[src/hdl/sifs_pkg.sv]
// Package for the system information frame scheduler.
// Holds the configuration register map, the action codes and the configuration bundle type.
// Depends on nothing; every other file of the block uses it.
`timescale 1ns / 1ps

package sifs_pkg;

   // Number of entry words in the register map.
   localparam int CFG_ENTRIES = 3;

   // Register indexes of the configuration map (byte address is four times the index).
   typedef enum logic [2:0] {
      REG_BCAST_REP   = 3'd0,
      REG_CELL_ID     = 3'd1,
      REG_WINDOW      = 3'd2,
      REG_OFFSET      = 3'd3,
      REG_ENTRY_COUNT = 3'd4,
      REG_ENTRY_A     = 3'd5,
      REG_ENTRY_B     = 3'd6,
      REG_ENTRY_C     = 3'd7
   } reg_index_type;

   // Transaction kinds on the request channel.
   typedef enum logic {
      ACT_TICK    = 1'b0,
      ACT_CONSUME = 1'b1
   } action_type;

   // Broadcast repetition codes; any other code behaves as sixteen repetitions.
   localparam logic [1:0] BCAST_REP_4 = 2'd0;
   localparam logic [1:0] BCAST_REP_8 = 2'd1;

   // Register reset values.
   localparam logic [1:0]  RST_BCAST_REP   = 2'd0;
   localparam logic [8:0]  RST_CELL_ID     = 9'd1;
   localparam logic [7:0]  RST_WINDOW      = 8'd16;
   localparam logic [3:0]  RST_OFFSET      = 4'd0;
   localparam logic [1:0]  RST_ENTRY_COUNT = 2'd3;
   localparam logic [15:0] RST_ENTRY_A     = 16'd2070;
   localparam logic [15:0] RST_ENTRY_B     = 16'd2055;
   localparam logic [15:0] RST_ENTRY_C     = 16'd2088;

   // Configuration bundle passed from the register block to the scheduling core.
   typedef struct packed {
      logic [1:0]                   bcast_rep_code;
      logic [8:0]                   cell_id;
      logic [7:0]                   window_frames;
      logic [3:0]                   frame_offset;
      logic [1:0]                   entry_count;
      logic [CFG_ENTRIES-1:0][15:0] entry_word;
   } cfg_type;

endpackage

[src/hdl/sifs_csr.sv]
// Configuration register block of the system information frame scheduler.
// APB-style write and read access; depends on sifs_pkg for the register map and cfg_type.
`timescale 1ns / 1ps

module sifs_csr (
   input  logic               clock,
   input  logic               reset,
   input  logic               psel,
   input  logic               penable,
   input  logic               pwrite,
   input  logic [4:0]         paddr,
   input  logic [31:0]        pwdata,
   output logic [31:0]        prdata,
   output sifs_pkg::cfg_type  cfg
);

   sifs_pkg::cfg_type     cfg_ff;
   sifs_pkg::reg_index_type reg_index;
   logic                  write_en;

   assign reg_index = sifs_pkg::reg_index_type'(paddr[4:2]);
   assign write_en  = psel && penable && pwrite;

   // Register writes complete in the access phase.
   always_ff @(posedge clock) begin
      if (reset) begin
         cfg_ff.bcast_rep_code <= sifs_pkg::RST_BCAST_REP;
         cfg_ff.cell_id        <= sifs_pkg::RST_CELL_ID;
         cfg_ff.window_frames  <= sifs_pkg::RST_WINDOW;
         cfg_ff.frame_offset   <= sifs_pkg::RST_OFFSET;
         cfg_ff.entry_count    <= sifs_pkg::RST_ENTRY_COUNT;
         cfg_ff.entry_word[0]  <= sifs_pkg::RST_ENTRY_A;
         cfg_ff.entry_word[1]  <= sifs_pkg::RST_ENTRY_B;
         cfg_ff.entry_word[2]  <= sifs_pkg::RST_ENTRY_C;
      end else if (write_en) begin
         case (reg_index)
            sifs_pkg::REG_BCAST_REP:   cfg_ff.bcast_rep_code <= pwdata[1:0];
            sifs_pkg::REG_CELL_ID:     cfg_ff.cell_id        <= pwdata[8:0];
            sifs_pkg::REG_WINDOW:      cfg_ff.window_frames  <= pwdata[7:0];
            sifs_pkg::REG_OFFSET:      cfg_ff.frame_offset   <= pwdata[3:0];
            sifs_pkg::REG_ENTRY_COUNT: cfg_ff.entry_count    <= pwdata[1:0];
            sifs_pkg::REG_ENTRY_A:     cfg_ff.entry_word[0]  <= pwdata[15:0];
            sifs_pkg::REG_ENTRY_B:     cfg_ff.entry_word[1]  <= pwdata[15:0];
            sifs_pkg::REG_ENTRY_C:     cfg_ff.entry_word[2]  <= pwdata[15:0];
            default: ;
         endcase
      end
   end

   // Read data, zero extended to the bus width.
   always_comb begin
      case (reg_index)
         sifs_pkg::REG_BCAST_REP:   prdata = {30'd0, cfg_ff.bcast_rep_code};
         sifs_pkg::REG_CELL_ID:     prdata = {23'd0, cfg_ff.cell_id};
         sifs_pkg::REG_WINDOW:      prdata = {24'd0, cfg_ff.window_frames};
         sifs_pkg::REG_OFFSET:      prdata = {28'd0, cfg_ff.frame_offset};
         sifs_pkg::REG_ENTRY_COUNT: prdata = {30'd0, cfg_ff.entry_count};
         sifs_pkg::REG_ENTRY_A:     prdata = {16'd0, cfg_ff.entry_word[0]};
         sifs_pkg::REG_ENTRY_B:     prdata = {16'd0, cfg_ff.entry_word[1]};
         sifs_pkg::REG_ENTRY_C:     prdata = {16'd0, cfg_ff.entry_word[2]};
         default:                   prdata = 32'd0;
      endcase
   end

   assign cfg = cfg_ff;

endmodule

[src/hdl/sifs_core.sv]
// Scheduling core: broadcast frame check, window reloads, first-due entry search and
// consume handling, plus the per-entry repetition and subframe counters. Uses sifs_pkg.
`timescale 1ns / 1ps

module sifs_core #(
   parameter int NUM_ENTRIES = 3
) (
   input  logic              clock,
   input  logic              reset,
   input  logic              update_en,
   input  sifs_pkg::cfg_type cfg,
   input  logic              action,
   input  logic [19:0]       frame_number,
   input  logic [1:0]        entry_select,
   output logic              res_bcast_frame,
   output logic [1:0]        res_entry_due,
   output logic [7:0]        res_subframes_left
);

   localparam logic [1:0] NUM_W = 2'(NUM_ENTRIES);

   logic [7:0] reps_left_ff [NUM_ENTRIES];
   logic [7:0] reps_left_in [NUM_ENTRIES];
   logic [7:0] subf_left_ff [NUM_ENTRIES];
   logic [7:0] subf_left_in [NUM_ENTRIES];

   logic [7:0] reps_eff  [NUM_ENTRIES];
   logic [7:0] subf_eff  [NUM_ENTRIES];
   logic       phase_ok  [NUM_ENTRIES];

   logic [1:0] active_count;
   logic [5:0] bc_mask;
   logic [5:0] bc_start;
   logic [6:0] bc_diff;
   logic       bc_hit;

   // Broadcast block: phase within its span, offset by the cell-dependent start frame.
   always_comb begin
      case (cfg.bcast_rep_code)
         sifs_pkg::BCAST_REP_4: begin
            bc_mask  = 6'd63;
            bc_start = {cfg.cell_id[1:0], 4'd0};
         end
         sifs_pkg::BCAST_REP_8: begin
            bc_mask  = 6'd31;
            bc_start = {1'b0, cfg.cell_id[0], 4'd0};
         end
         default: begin
            bc_mask  = 6'd15;
            bc_start = {5'd0, cfg.cell_id[0]};
         end
      endcase
   end

   assign bc_diff = {1'b0, frame_number[5:0] & bc_mask} - {1'b0, bc_start};
   assign bc_hit  = !bc_diff[6] && !bc_diff[0] && (bc_diff[5:4] == 2'd0);

   assign active_count = (cfg.entry_count > NUM_W) ? NUM_W : cfg.entry_count;

   // Per-entry window start detection and reload values, all entries side by side.
   for (genvar gi = 0; gi < NUM_ENTRIES; gi++) begin : g_entry
      logic [15:0] word;
      logic [14:0] period_mask;
      logic [14:0] phase;
      logic [14:0] win_start;
      logic [2:0]  rep_log;
      logic [3:0]  rep_mask;
      logic        win_open;

      assign word        = cfg.entry_word[gi];
      assign period_mask = 15'((16'd1 << word[3:0]) - 16'd1);
      assign phase       = frame_number[14:0] & period_mask;
      assign win_start   = 15'(gi) * {7'd0, cfg.window_frames} + {11'd0, cfg.frame_offset};
      assign win_open    = (phase == win_start);
      assign rep_log     = {1'b0, word[5:4]} + 3'd1;
      assign rep_mask    = 4'((5'd1 << rep_log) - 5'd1);

      assign reps_eff[gi] = win_open ? (cfg.window_frames >> rep_log) : reps_left_ff[gi];
      assign subf_eff[gi] = win_open ? word[15:8] : subf_left_ff[gi];
      assign phase_ok[gi] = ((phase[3:0] & rep_mask) == 4'd0);
   end

   // Tick entry walk in priority order; the first due entry stops the walk.
   always_comb begin
      logic found;
      found              = 1'b0;
      reps_left_in       = reps_left_ff;
      subf_left_in       = subf_left_ff;
      res_bcast_frame    = 1'b0;
      res_entry_due      = 2'd0;
      res_subframes_left = 8'd0;
      if (action == sifs_pkg::ACT_CONSUME) begin
         for (int i = 0; i < NUM_ENTRIES; i++) begin
            if (entry_select == 2'(i + 1)) begin
               subf_left_in[i]    = (subf_left_ff[i] != 8'd0) ? subf_left_ff[i] - 8'd1 : 8'd0;
               res_entry_due      = entry_select;
               res_subframes_left = subf_left_in[i];
            end
         end
      end else begin
         res_bcast_frame = bc_hit;
         for (int i = 0; i < NUM_ENTRIES; i++) begin
            if (!found && (2'(i) < active_count)) begin
               reps_left_in[i] = reps_eff[i];
               subf_left_in[i] = subf_eff[i];
               if ((reps_eff[i] != 8'd0) && phase_ok[i]) begin
                  reps_left_in[i]    = reps_eff[i] - 8'd1;
                  res_entry_due      = 2'(i + 1);
                  res_subframes_left = subf_eff[i];
                  found              = 1'b1;
               end
            end
         end
      end
   end

   // Counter state, updated once per transaction as it leaves the input register.
   always_ff @(posedge clock) begin
      if (reset) begin
         for (int i = 0; i < NUM_ENTRIES; i++) begin
            reps_left_ff[i] <= 8'd0;
            subf_left_ff[i] <= 8'd0;
         end
      end else if (update_en) begin
         reps_left_ff <= reps_left_in;
         subf_left_ff <= subf_left_in;
      end
   end

endmodule

[src/hdl/system_info_frame_scheduler.sv]
// System information frame scheduler, top level.
// An accepted transaction passes through the input register and then the result register.
// One transaction per cycle if no result is held; counters are read and updated in one pass.
// Reset clears the counters and both valid flags and returns registers to their defaults.
// Depends on sifs_pkg, sifs_csr and sifs_core.
`timescale 1ns / 1ps

module system_info_frame_scheduler #(
   parameter int NUM_ENTRIES = 3
) (
   input  logic        clock,
   input  logic        reset,
   input  logic        req_valid,
   output logic        req_stall,
   input  logic        req_action,
   input  logic [19:0] req_frame_number,
   input  logic [1:0]  req_entry_select,
   output logic        rsp_valid,
   input  logic        rsp_stall,
   output logic        rsp_bcast_frame,
   output logic [1:0]  rsp_entry_due,
   output logic [7:0]  rsp_subframes_left,
   input  logic        psel,
   input  logic        penable,
   input  logic        pwrite,
   input  logic [4:0]  paddr,
   input  logic [31:0] pwdata,
   output logic [31:0] prdata,
   output logic        pready
);

   localparam logic [1:0] NUM_W = 2'(NUM_ENTRIES);

   sifs_pkg::cfg_type cfg;

   logic        in_valid_ff;
   logic        in_valid_in;
   logic        in_action_ff;
   logic [19:0] in_frame_ff;
   logic [1:0]  in_select_ff;

   logic        out_valid_ff;
   logic        out_valid_in;
   logic        out_bcast_ff;
   logic [1:0]  out_due_ff;
   logic [7:0]  out_left_ff;

   logic        res_bcast_frame;
   logic [1:0]  res_entry_due;
   logic [7:0]  res_subframes_left;

   logic        advance;
   logic        req_take;

   assign pready = 1'b1;

   sifs_csr u_csr (
      .clock   (clock),
      .reset   (reset),
      .psel    (psel),
      .penable (penable),
      .pwrite  (pwrite),
      .paddr   (paddr),
      .pwdata  (pwdata),
      .prdata  (prdata),
      .cfg     (cfg)
   );

   sifs_core #(
      .NUM_ENTRIES (NUM_ENTRIES)
   ) u_core (
      .clock              (clock),
      .reset              (reset),
      .update_en          (advance && in_valid_ff),
      .cfg                (cfg),
      .action             (in_action_ff),
      .frame_number       (in_frame_ff),
      .entry_select       (in_select_ff),
      .res_bcast_frame    (res_bcast_frame),
      .res_entry_due      (res_entry_due),
      .res_subframes_left (res_subframes_left)
   );

   // Handshake: the input register moves on whenever the result register is free or drained.
   assign advance      = !out_valid_ff || !rsp_stall;
   assign req_stall    = in_valid_ff && !advance;
   assign req_take     = req_valid && !req_stall;
   assign in_valid_in  = req_take || (in_valid_ff && !advance);
   assign out_valid_in = advance ? in_valid_ff : out_valid_ff;

   // Valid flags.
   always_ff @(posedge clock) begin
      if (reset) begin
         in_valid_ff  <= 1'b0;
         out_valid_ff <= 1'b0;
      end else begin
         in_valid_ff  <= in_valid_in;
         out_valid_ff <= out_valid_in;
      end
   end

   // Input register payload.
   always_ff @(posedge clock) begin
      if (req_take) begin
         in_action_ff <= req_action;
         in_frame_ff  <= req_frame_number;
         in_select_ff <= req_entry_select;
      end
   end

   // Result register payload.
   always_ff @(posedge clock) begin
      if (advance && in_valid_ff) begin
         out_bcast_ff <= res_bcast_frame;
         out_due_ff   <= res_entry_due;
         out_left_ff  <= res_subframes_left;
      end
   end

   assign rsp_valid          = out_valid_ff;
   assign rsp_bcast_frame    = out_bcast_ff;
   assign rsp_entry_due      = out_due_ff;
   assign rsp_subframes_left = out_left_ff;

   // A result that names no entry carries no subframe count.
   assert property (@(posedge clock) disable iff (reset)
      (rsp_valid && (rsp_entry_due == 2'd0)) |-> (rsp_subframes_left == 8'd0))
      else $error("subframe count reported without an entry");

   // Only entries within the entry table are ever reported.
   assert property (@(posedge clock) disable iff (reset)
      rsp_valid |-> (rsp_entry_due <= NUM_W))
      else $error("reported entry beyond the entry table");

   // The request side stalls only when both registers are full and the result is held.
   assert property (@(posedge clock) disable iff (reset)
      req_stall |-> (in_valid_ff && out_valid_ff && rsp_stall))
      else $error("request stalled with room in the pipeline");

   // A held result keeps the transaction waiting in the input register.
   assert property (@(posedge clock) disable iff (reset)
      (in_valid_ff && out_valid_ff && rsp_stall) |=> in_valid_ff)
      else $error("transaction lost from the input register");

endmodule
[config.mk]
export PLATFORM = sky130hd
export DESIGN_NAME = system_info_frame_scheduler
export DESIGN_NICKNAME = d
export VERILOG_FILES = /design/src/hdl/sifs_pkg.sv /design/src/hdl/sifs_csr.sv /design/src/hdl/sifs_core.sv /design/src/hdl/system_info_frame_scheduler.sv
export SDC_FILE = /design/constraint.sdc
export NUM_CORES = 1
export LEC_CHECK = 0
export BUFFER_PORTS_ARGS = -buffer_cell sky130_fd_sc_hd__buf_2
export CAP_MARGIN = 30
export CORE_MARGIN = 1
export CORE_UTILIZATION = 60
export DETAILED_ROUTE_END_ITERATION = 6
export GPL_TIMING_DRIVEN = 0
export PLACE_DENSITY = 0.81
export SYNTH_ARGS = -nofsm -noshare
export SYNTH_HDL_FRONTEND = slang
export SYNTH_SLANG_ARGS = --single-unit
[constraint.sdc]
create_clock -name clock -period 14.4 [get_ports clock]
set_input_delay 2.88 -clock clock [delete_from_list [all_inputs] [get_ports clock]]
set_output_delay 2.88 -clock clock [all_outputs]
set_load 0.02 [all_outputs]
# Word level (Yosys, flattened, before mapping)
# Cells that the tools add are included.
[totals]
out_inout_bits = 46
word_cells = 178
in_bits = 67
reg_bits = 152
[op_classes]
reduce_logical = 51
n_addsub = 18
bitwise = 8
n_eq_ne = 17
muxes = 49
n_lt_le_gt_ge = 4
n_shift = 9
[op_table]
columns = ["operator", "n"]
rows = [
  ["$pmux 32 s8", 1],
  ["$mux 8", 28],
  ["$reduce_bool 8->1", 6],
  ["$sub 8x1->8 const B", 6],
  ["$and 15x15->15", 3],
  ["$shl 1x4->15 const A", 3],
  ["$sub 15x1->15 const B", 3],
  ["$eq 15x15->1", 2],
  ["$mux 24", 1],
  ["$pmux 6 s2", 2],
  ["$shr 8x3->8", 3],
  ["$mux 2", 10],
  ["$reduce_and 3->1", 6],
  ["$reduce_and 2->1", 8],
  ["$eq 15x4->1", 1],
  ["$and 4x4->4", 3],
  ["$eq 3x3->1 const B", 4],
  ["$logic_and 1x1->1", 12],
  ["$logic_not 4->1", 3],
  ["$shl 1x3->4 const A", 3],
  ["$sub 4x1->4 const B", 3],
  ["$add 9x4->10", 1],
  ["$add 2x1->3 const B", 3],
  ["$add 8x4->9", 1],
  ["other kinds (17)", 40],
]

# Logic depth before layout (Yosys ltp)
[logic_depth]
depth_word = 18
mapped_depth = 24
ltp_nobuf = 19

# Cells and area by module
# Synthesis repeated with hierarchy kept, for this count alone.
[hier_totals]
cells_unflattened = 1411
hier_area_um2 = 11024.3
[modules_own_cells]
columns = ["module", "cells_per_inst", "n_inst", "seq_area_each_um2", "area_each_um2"]
rows = [
  ["sifs_core", 943, 1, 960.9, 6465.0],
  ["sifs_csr", 422, 1, 1461.4, 3440.8],
  ["system_info_frame_scheduler", 46, 1, 1061.0, 1118.6],
]

# Worst setup path after synthesis
# No wires, ideal clock.
[synth_timing]
kind = "input port to output port"
start = "input paddr[2]"
end = "output prdata[5]"
path_slack_ps = 7216
path_stages = 5
arrival_ps = 4304
cell_sequence = "clkbuf_1 > buf_1 > buf_1 > mux2i_1 > o211ai_1"
[synth_via]
elab_chain_len = 2
[synth_lines]
columns = ["item", "line", "source"]
rows = [
  ["start: declaration", "system_info_frame_scheduler.sv:26", "input logic [4:0] paddr,"],
  ["$eq 3x3->1 (tied with other cells)", "sifs_csr.sv:52", "case (reg_index)"],
  ["$pmux 32 s8 (*)", "sifs_csr.sv:52", ""],
  ["end: declaration", "system_info_frame_scheduler.sv:28", "output logic [31:0] prdata,"],
]
# Mark *: on every way between the ends. The rest lies on a longest branch, timed or not. The select of a mux whose other input is x is not followed.

# Worst setup path after layout
# Same ends and word-level chain as after synthesis.

==> qor.yml <==
outcome: "complete, but fails checks"
failed_checks: "design-rule violations"
cts_max_path_buffers: 2
synthAdderAreaFrac_pct: 2.82
pwr-share-comb_pct: 14.9
floorplan.initialDensity_pct: 61.8
synth_edf_count: 29
timing.slew.headroom_pct: 28.1
io_buffers: 69
cts_setup_buffers: 0
drcViolationCount: 10
root_buffer: "clkbuf_16"
yosys.area_share.simple_pct: 24.6
finalCritPeriodShare_pct: 54.9
cts-hold-fix-buffers: 0
synth_area_um2: 11200
ys.flop_type: "dfxtp_1"
worstPathArrival_ps: 5030
intPower_mw: 0.741
hold_violations: 0
detail_route.iter0.violations: 1412
grtUsageTotal_pct: 40.1
synth.top_cells.by_count: "nand2_1, nor2_1, dfxtp_1, a21oi_1, mux2i_1"
synth_xor_area_share_pct: 3.75
cts_made_buffers: 17
fp.coreArea_um2: 18100
nets: 1648
antennaDiodeCount: 0
p_clk_share_pct: 42.6
ys_seq_area_share_pct: 29.8
worstSetupPathType: "input port to output port"
syn_avg_cell_area_um2: 7.70
grt_pass1_vias: 10700
fmax_ghz: 0.126
syn_inst: 1451
swShare_pct: 30.8
place_congestion: 0.974
dr.pass1.iters: 7
finalClockSkew_ps: 13.3
pin_count: 113
worstPathMaxFanout: 10
vias_per_cell: 6.43
synth_mux_area_share_pct: 10.7
setup_tns_ps: 0
required_ps: 11520
grt_max_degree: 18
synth.distinct_cells: 89
synth_compound_gate_area_share_pct: 21.5
switchingPower_mw: 0.330
peakVddDrop_uv: 85.2
setup_viol: 0
end_kind: "output port"
htreeDepth: 4
syn2layout_area_growth_pct: 11.9
p_leak_nw: 4.87
rows: 49
synth_top_family_by_area: "simple AND/OR/NAND/NOR gates"
stdcell_area_um2: 12500
dieHeight_um: 139
synthTopCellsByArea: "dfxtp_1, edfxtp_1, mux2i_1"
hold_path_class: "register to register"
antenna_found_initial: 2
clock_latency_ps: 440
die_w_um: 139
cts.sinks: 152
yosysTopAreaCell: "dfxtp_1"
dr_total_vias: 11600
yosysMostFrequentCell: "nand2_1"
maxCapViolations: 0
cts_tree: "built"
clkTransAtPathRegs_ps: 70
wl_per_cell_um: 21.4
dp_hpwl_um: 29100
drv_slew: 0
p_seq_share_pct: 42.4
ys_ff_latch: 152
power_density_nw_per_um2: 85.6
grt_overflow_total: 0
rsz0062_at_grt: "false"
async_reset_ff_share_pct: 0
yosysTopAreaCellShare_pct: 22.0
drive_gt1_share_pct: 13.4
critPathLaunchType: "input port"
fin_crit_ps: 7910
ant_nets: 0
grt_first_pass_wirelength_um: 59700
worstMarginPinSlew_ps: 1070
totalWireLength_um: 38400
cts_resized: 0
dpl_cell_area_um2: 11900
fill_cells: 1540
dieArea_um2: 19200
yosys_warnings: 0
[cell usage in the layout, fill, tap and decap left out, types with 13 or more instances in the layout]
cell type / n
a211oi_1: 13
a21oi_1: 119
a22oi_1: 18
and2_1: 14
buf_2: 98
buf_4: 18
clkbuf_1: 73
clkbuf_16: 18
conb_1: 17
dfxtp_1: 123
edfxtp_1: 29
ha_1: 22
inv_1: 39
mux2_2: 28
mux2i_1: 86
nand2_1: 204
nand2b_1: 20
nand3_1: 41
nor2_1: 127
nor2b_1: 24
nor3_1: 40
nor4_1: 13
o211ai_1: 16
o21ai_0: 83
o22ai_1: 22
or3_1: 16
xnor2_1: 29
xor2_1: 17
[path summary, 6_finish.rpt]
path | start | to | slack (ps) | cells after the start
worst max-delay path | paddr[2] | prdata[5] | 6490 | 6
worst max register to register | u_csr.cfg[17] | rsp_subframes_left[1] | 8110 | 24
worst min register to register | u_csr.cfg[39] | u_csr.cfg[39] | 460 | 2
worst min-delay path | u_csr.cfg[39] | u_csr.cfg[39] | 460 | 2
[layout make-up]
type / instances / area, um2 / area share, %
repair buffers: 72 / 380 / 3.04
well taps: 229 / 287 / 2.29
multi-input cells: 1146 / 7150 / 57.1
inverters: 40 / 150 / 1.20
flip-flops and latches: 152 / 3330 / 26.6
clock buffers: 18 / 450 / 3.60
plain buffers: 128 / 613 / 4.90
clock inverters: 14 / 149 / 1.19
[flip-flops by register name (all words and copies together), names as in the netlist]
signal / count
in_action_ff: 1
in_frame_ff: 15
in_select_ff: 2
in_valid_ff: 1
rsp_bcast_frame: 1
rsp_entry_due: 2
rsp_subframes_left: 8
rsp_valid: 1
u_core.reps_left_ff: 24
u_core.subf_left_ff: 24
u_csr.cfg: 73
[per-layer routing]
| metal | wire length, um | vias up | share of wire [%] | GRT usage, % |
|---|---|---|---|---|
| met4 | 1140 | 4 | 3.0 | 15.7 |
| met5 | 19 | - | 0.049 | 0 |
| met1 | 16200 | 5368 | 42 | 55.6 |
| met2 | 16600 | 700 | 43 | 60.8 |
| met3 | 4440 | 104 | 12 | 8.49 |
| li1 | - | 5398 | - | - |
[power groups by stage]
stage	sequential (mW)	clock, mW	combinational [mW]
floorplan	0.462	0	0.105
global placement	0.463	0	0.151
detailed placement	0.463	0	0.154
CTS	0.454	0.456	0.155
global route	0.455	0.476	0.172
finish	0.454	0.456	0.160
[cell families after synthesis]
logic type,count (synthesis)
compound gates,377
xor+xnor,47
fa+ha+maj,24
buf+inv,168
flops,152
mux,115
other cells,2
simple gates,566
[through the flow]
stage          std cells  hold slack [ps]  power (mW)  setup slack (ps)  util, %
6_report            1799              459        1.07              6490     69.2
5_1_grt             1799              486        1.10              6480     69.2
4_1_cts             1799              456        1.06              6620     69.2
3_5_place_dp        1767              447       0.617              6620     65.8
3_3_place_gp        1764              440       0.615              6570     65.6
2_1_floorplan       1466              432       0.567              7220        -
[critical path, stage by stage]
cell      delay (ps)
clkbuf_1         380
buf_1            530
buf_1            510
mux2i_1          380
o211ai_1         150
buf_2            180
Power figures use the tool's default switching activity.
